$ cat src/r2fft_pkg.sv
package r2fft_pkg;

  localparam int MAX_LOG2_POINTS = 6;
  localparam int SAMPLE_BITS     = 16;
  localparam int DATA_BITS       = 23;
  localparam int TW_BITS         = 16;
  localparam int Q_SHIFT         = 14;

  localparam logic signed [DATA_BITS-1:0] DATA_MAX = 23'sh3fffff;
  localparam logic signed [DATA_BITS-1:0] DATA_MIN = 23'sh400000;

  // One word in the load queue: a sample, flagged when it passes straight through.
  typedef struct packed {
    logic                        pass;
    logic signed [DATA_BITS-1:0] re;
    logic signed [DATA_BITS-1:0] im;
  } item_t;

  function automatic logic [TW_BITS-1:0] quarter_cos(input logic [4:0] k);
    logic [TW_BITS-1:0] v;
    case (k)
      5'd0:  v = 16'd16384;
      5'd1:  v = 16'd16305;
      5'd2:  v = 16'd16069;
      5'd3:  v = 16'd15679;
      5'd4:  v = 16'd15137;
      5'd5:  v = 16'd14449;
      5'd6:  v = 16'd13623;
      5'd7:  v = 16'd12665;
      5'd8:  v = 16'd11585;
      5'd9:  v = 16'd10394;
      5'd10: v = 16'd9102;
      5'd11: v = 16'd7723;
      5'd12: v = 16'd6270;
      5'd13: v = 16'd4756;
      5'd14: v = 16'd3196;
      5'd15: v = 16'd1606;
      default: v = 16'd0;
    endcase
    return v;
  endfunction

  // Twiddle for angle -2*pi*k/64, k in 0..31; returns {wr, wi}.
  function automatic logic [2*TW_BITS-1:0] twiddle(input logic [4:0] k);
    logic signed [TW_BITS-1:0] wr;
    logic signed [TW_BITS-1:0] wi;
    if (k <= 5'd16) begin
      wr = quarter_cos(k);
      wi = -$signed(quarter_cos(5'(5'd16 - k)));
    end else begin
      wr = -$signed(quarter_cos(5'(6'd32 - {1'b0, k})));
      wi = -$signed(quarter_cos(5'(k - 5'd16)));
    end
    return {wr, wi};
  endfunction

  function automatic logic signed [DATA_BITS-1:0] sat(input logic signed [DATA_BITS+1:0] x);
    logic signed [DATA_BITS-1:0] r;
    if (x > $signed({{2{1'b0}}, DATA_MAX})) r = DATA_MAX;
    else if (x < $signed({{2{1'b1}}, DATA_MIN})) r = DATA_MIN;
    else r = x[DATA_BITS-1:0];
    return r;
  endfunction

endpackage

$ cat src/r2fft_front.sv
// Accept samples, widen (saturating if too wide), tag pass items, and push into the queue.
module r2fft_front #(
  parameter int SAMPLE_W = r2fft_pkg::SAMPLE_BITS,
  parameter int QDEPTH   = 4
) (
  input  logic                  clk,
  input  logic                  rst_n,
  input  logic                  flush,
  input  logic                  pass,
  input  logic                  in_valid,
  output logic                  in_stall,
  input  logic [SAMPLE_W-1:0]   in_re,
  input  logic [SAMPLE_W-1:0]   in_im,
  output logic                  q_valid,
  input  logic                  q_pop,
  output r2fft_pkg::item_t      q_item
);

  localparam int AW = $clog2(QDEPTH);

  r2fft_pkg::item_t     q_r [QDEPTH];
  logic [AW-1:0]        wp_r, rp_r;
  logic [AW:0]          cnt_r;
  logic                 push;
  r2fft_pkg::item_t     w;

  function automatic logic signed [r2fft_pkg::DATA_BITS-1:0] widen(input logic [SAMPLE_W-1:0] s);
    logic signed [SAMPLE_W+1:0] e;
    logic signed [r2fft_pkg::DATA_BITS-1:0] r;
    e = (SAMPLE_W+2)'($signed(s));
    if (SAMPLE_W > r2fft_pkg::DATA_BITS) begin
      if (e > (SAMPLE_W+2)'(r2fft_pkg::DATA_MAX)) r = r2fft_pkg::DATA_MAX;
      else if (e < (SAMPLE_W+2)'(r2fft_pkg::DATA_MIN)) r = r2fft_pkg::DATA_MIN;
      else r = r2fft_pkg::DATA_BITS'(e);
    end else begin
      r = r2fft_pkg::DATA_BITS'(e);
    end
    return r;
  endfunction

  assign in_stall = (cnt_r == (AW+1)'(QDEPTH));
  assign push     = in_valid && !in_stall;
  assign q_valid  = (cnt_r != '0);
  assign q_item   = q_r[rp_r];

  always_comb begin
    w.pass = pass;
    w.re   = widen(in_re);
    w.im   = widen(in_im);
  end

  always_ff @(posedge clk) begin
    if (push) begin
      q_r[wp_r] <= w;
    end
    if (!rst_n || flush) begin
      wp_r  <= '0;
      rp_r  <= '0;
      cnt_r <= '0;
    end else begin
      if (push)  wp_r <= wp_r + 1'b1;
      if (q_pop) rp_r <= rp_r + 1'b1;
      cnt_r <= cnt_r + (AW+1)'(push) - (AW+1)'(q_pop);
    end
  end

endmodule

$ cat config.mk
export PLATFORM = sky130hd
export DESIGN_NAME = r2fft_front
export DESIGN_NICKNAME = d
export VERILOG_FILES = /design/src/r2fft_pkg.sv /design/src/r2fft_front.sv
export SDC_FILE = /design/constraint.sdc
export NUM_CORES = 1
export LEC_CHECK = 0
export ABC_CLOCK_PERIOD_IN_PS = 6350
export BUFFER_PORTS_ARGS = -buffer_cell sky130_fd_sc_hd__buf_2
export CORE_MARGIN = 3
export CORE_UTILIZATION = 60
export CTS_CLUSTER_SIZE = 10
export DETAILED_ROUTE_END_ITERATION = 6
export PLACE_DENSITY_LB_ADDON = 0.05
export SYNTH_ARGS = -nofsm -noshare
export SYNTH_HDL_FRONTEND = slang
export SYNTH_SLANG_ARGS = --single-unit
$ cat constraint.sdc
create_clock -name clk -period 6.35 [get_ports clk]
set_input_delay 0.9525 -clock clk [delete_from_list [all_inputs] [get_ports clk]]
set_output_delay 0.9525 -clock clk [all_outputs]
set_load 0.05 [all_outputs]
==> metrics.txt <==
DRT Pass-1 Iters=4; Nets=~360; Initial Util=0.634; Max Root-Sink Buffers=2; Resized cells post-CTS=0; Crit path required time=~5.4 ns; DRC violations left=0; worst-margin pin slew=approximately 0.90 ns; Crit path arrival time=2.37 ns; CTS Buf Count=17; post-synth top area share=0.738; finished layout cell area=~6400 um^2; clock slew at reported path FFs=around 0.060 ns; Tmin final=approximately 3.3 ns; most frequent cell after synthesis=edfxtp_1; ys async rst share=0; top post-synthesis cells by count=edfxtp_1, mux4_2, buf_4; RePlAce Congestion=roughly 0.73; vias per inst=about 5.6; post-CTS setup buffers=0; M1 wire length=3.50 mm; Max-Cap Viols=0; setup tns final=0 ns; period utilisation layout=0.523; largest net degree at the start of global routing=34; Syn Nets=280; Final Non-Filler Cells=approximately 440; Port Buf Inserts=86; CTS tree=yes; worst skew pair latency=0.51 ns; area of the die=approximately 10000 um^2; Routed WL=roughly 8.6 mm; Power Dens Cells=363 nW/um^2; Tot GR Track Use=0.184; share of cells above drive strength 1=0.467; wire length per cell=19.6 um; global-route wire length before repair=13.4 mm; met2 WL=between 4 and 5 mm; Core Area=~8500 um^2; hpwl dp=4.95 mm; post-route clock skew=approximately 0.0056 ns; synth warn=0; final number of setup-violating endpoints=0; Avg Cell Area, Syn=between 20 and 25 um^2; H-tree Lvls=4; Mapped Area=approximately 5400 um^2; Primary FF master, synth=edfxtp_1; maximum fanout along the worst path=28; ant diodes=0; Slew Limit Fails=0; RSZ-0062 raised after global routing=false; placed inst area=~5800 um^2; largest cells by area after synthesis=edfxtp_1, mux4_2, dfxtp_1; initial antenna violation count=0; FP Rows=33; final hold vios=0; largest area contributor in the netlist=edfxtp_1; number of global-route vias before repair=2606; worst rel slew slack=0.399; Area growth, synth to finish=19.0%; WL met3=between 500 and 600 um; Crit Path Class=reg2out; DIE HEIGHT=between 100 and 150 um; Placed Cells=about 410; DR top layer=met4; Post-Synthesis Cells=235; outcome=completed; Peak VDD IR=about 0.21 mV; CP endpoint kind=primary output; total grt overflow=0; Leakage Power=about 2.2 nW; min-delay worst type=reg2reg; DRT iter0 DRCs=100; post-synthesis sequential area ratio=0.772; Antenna Violating Nets Remaining=0; EDFF count, synth=about 130; # hold bufs at CTS=0; Netlist cell types=26; Die X-Extent=~100 um; Sink Count=~140; routed vias=2458; clk root buf=clkbuf_8; startpoint types=flop; Synth Register Bits=around 140; Fmax achieved=between 0.3 and 0.4 GHz; Top Ports=87
==> worst max-delay path, cell delays in order (launching register included) <==
cell	delay (ns)
dfxtp_2	0.43
buf_4	0.50
mux4_2	0.64
buf_2	0.24
==> layer usage <==
metal  global-route usage  vias to the layer above
li1                     -                     1113
met1                0.221                     1247
met2                0.304                       90
met3               0.0713                        8
met4               0.0663                        0
met5                    0                        -
==> cell families after synthesis <==
| kind of cell | Yosys count | share of synthesized area |
|---|---|---|
| and+or+nand+nor | 20 | 0.0214 |
| buffers and inverters | 28 | 0.0405 |
| xor gates and xnor gates | 3 | 0.00489 |
| adders and majority gates | 7 | 0.0177 |
| DFF | 141 | 0.772 |
| AOI/OAI and AO/OA | 3 | 0.00326 |
| muxes | 33 | 0.140 |
==> cell usage in the layout (no fill, tap or decap), drive strengths merged, types with 2 or more instances in the layout <==
cell      instances
ha                6
and2              6
edfxtp          132
dfxtp             9
xor2              2
clkinv            4
or3               2
clkinvlp          5
clkbuf           18
nor2              6
bufinv            5
mux4             33
buf              87
inv               6
==> state kept, by name, summed over array words and instances (netlist names), named ones only <==
signal  count
q_r       132
cnt_r       3
rp_r        2
wp_r        2
==> power breakdown <==
part	total, W	switching, W	leakage, nW	internal, W
logic	0.000230	0.000167	0.667	0.0000624
clock network	0.00104	0.000358	0.293	0.000677
registers	0.00106	0.0000100	1.28	0.00105
==> layout make-up <==
class / instances / area (um^2)
Sequential cell: 141 / 4150
Tap cell: 105 / 131
Inverter: 6 / 22.5
Multi-Input combinational cell: 66 / 1010
Clock inverter: 14 / 219
Clock buffer: 18 / 418
Fill cell: 469 / 2080
Timing Repair Buffer: 87 / 438
==> path summary, 6_finish.rpt <==
path	start	end	slack [ns]	cells after the start
worst min register to register	cnt_r[2]	cnt_r[2]	0.51	2
worst max register to register	cnt_r[1]	cnt_r[2]	4.11	11
worst max-delay path	flop	q_item[42]	3.03	3
worst min-delay path	cnt_r[2]	cnt_r[2]	0.51	2
==> metrics by stage <==
stage	hold WS (ns)	utilization	total power [W]	worst slack, ns
5_1_grt	0.553	0.755	0.00239	2.86
6_report	0.512	0.755	0.00232	3.03
3_3_place_gp	0.502	0.680	0.00130	3.53
2_1_floorplan	0.483	-	0.00126	3.69
4_1_cts	0.508	0.755	0.00234	2.96
3_5_place_dp	0.499	0.680	0.00131	3.51
Power figures use the tool's default switching activity.
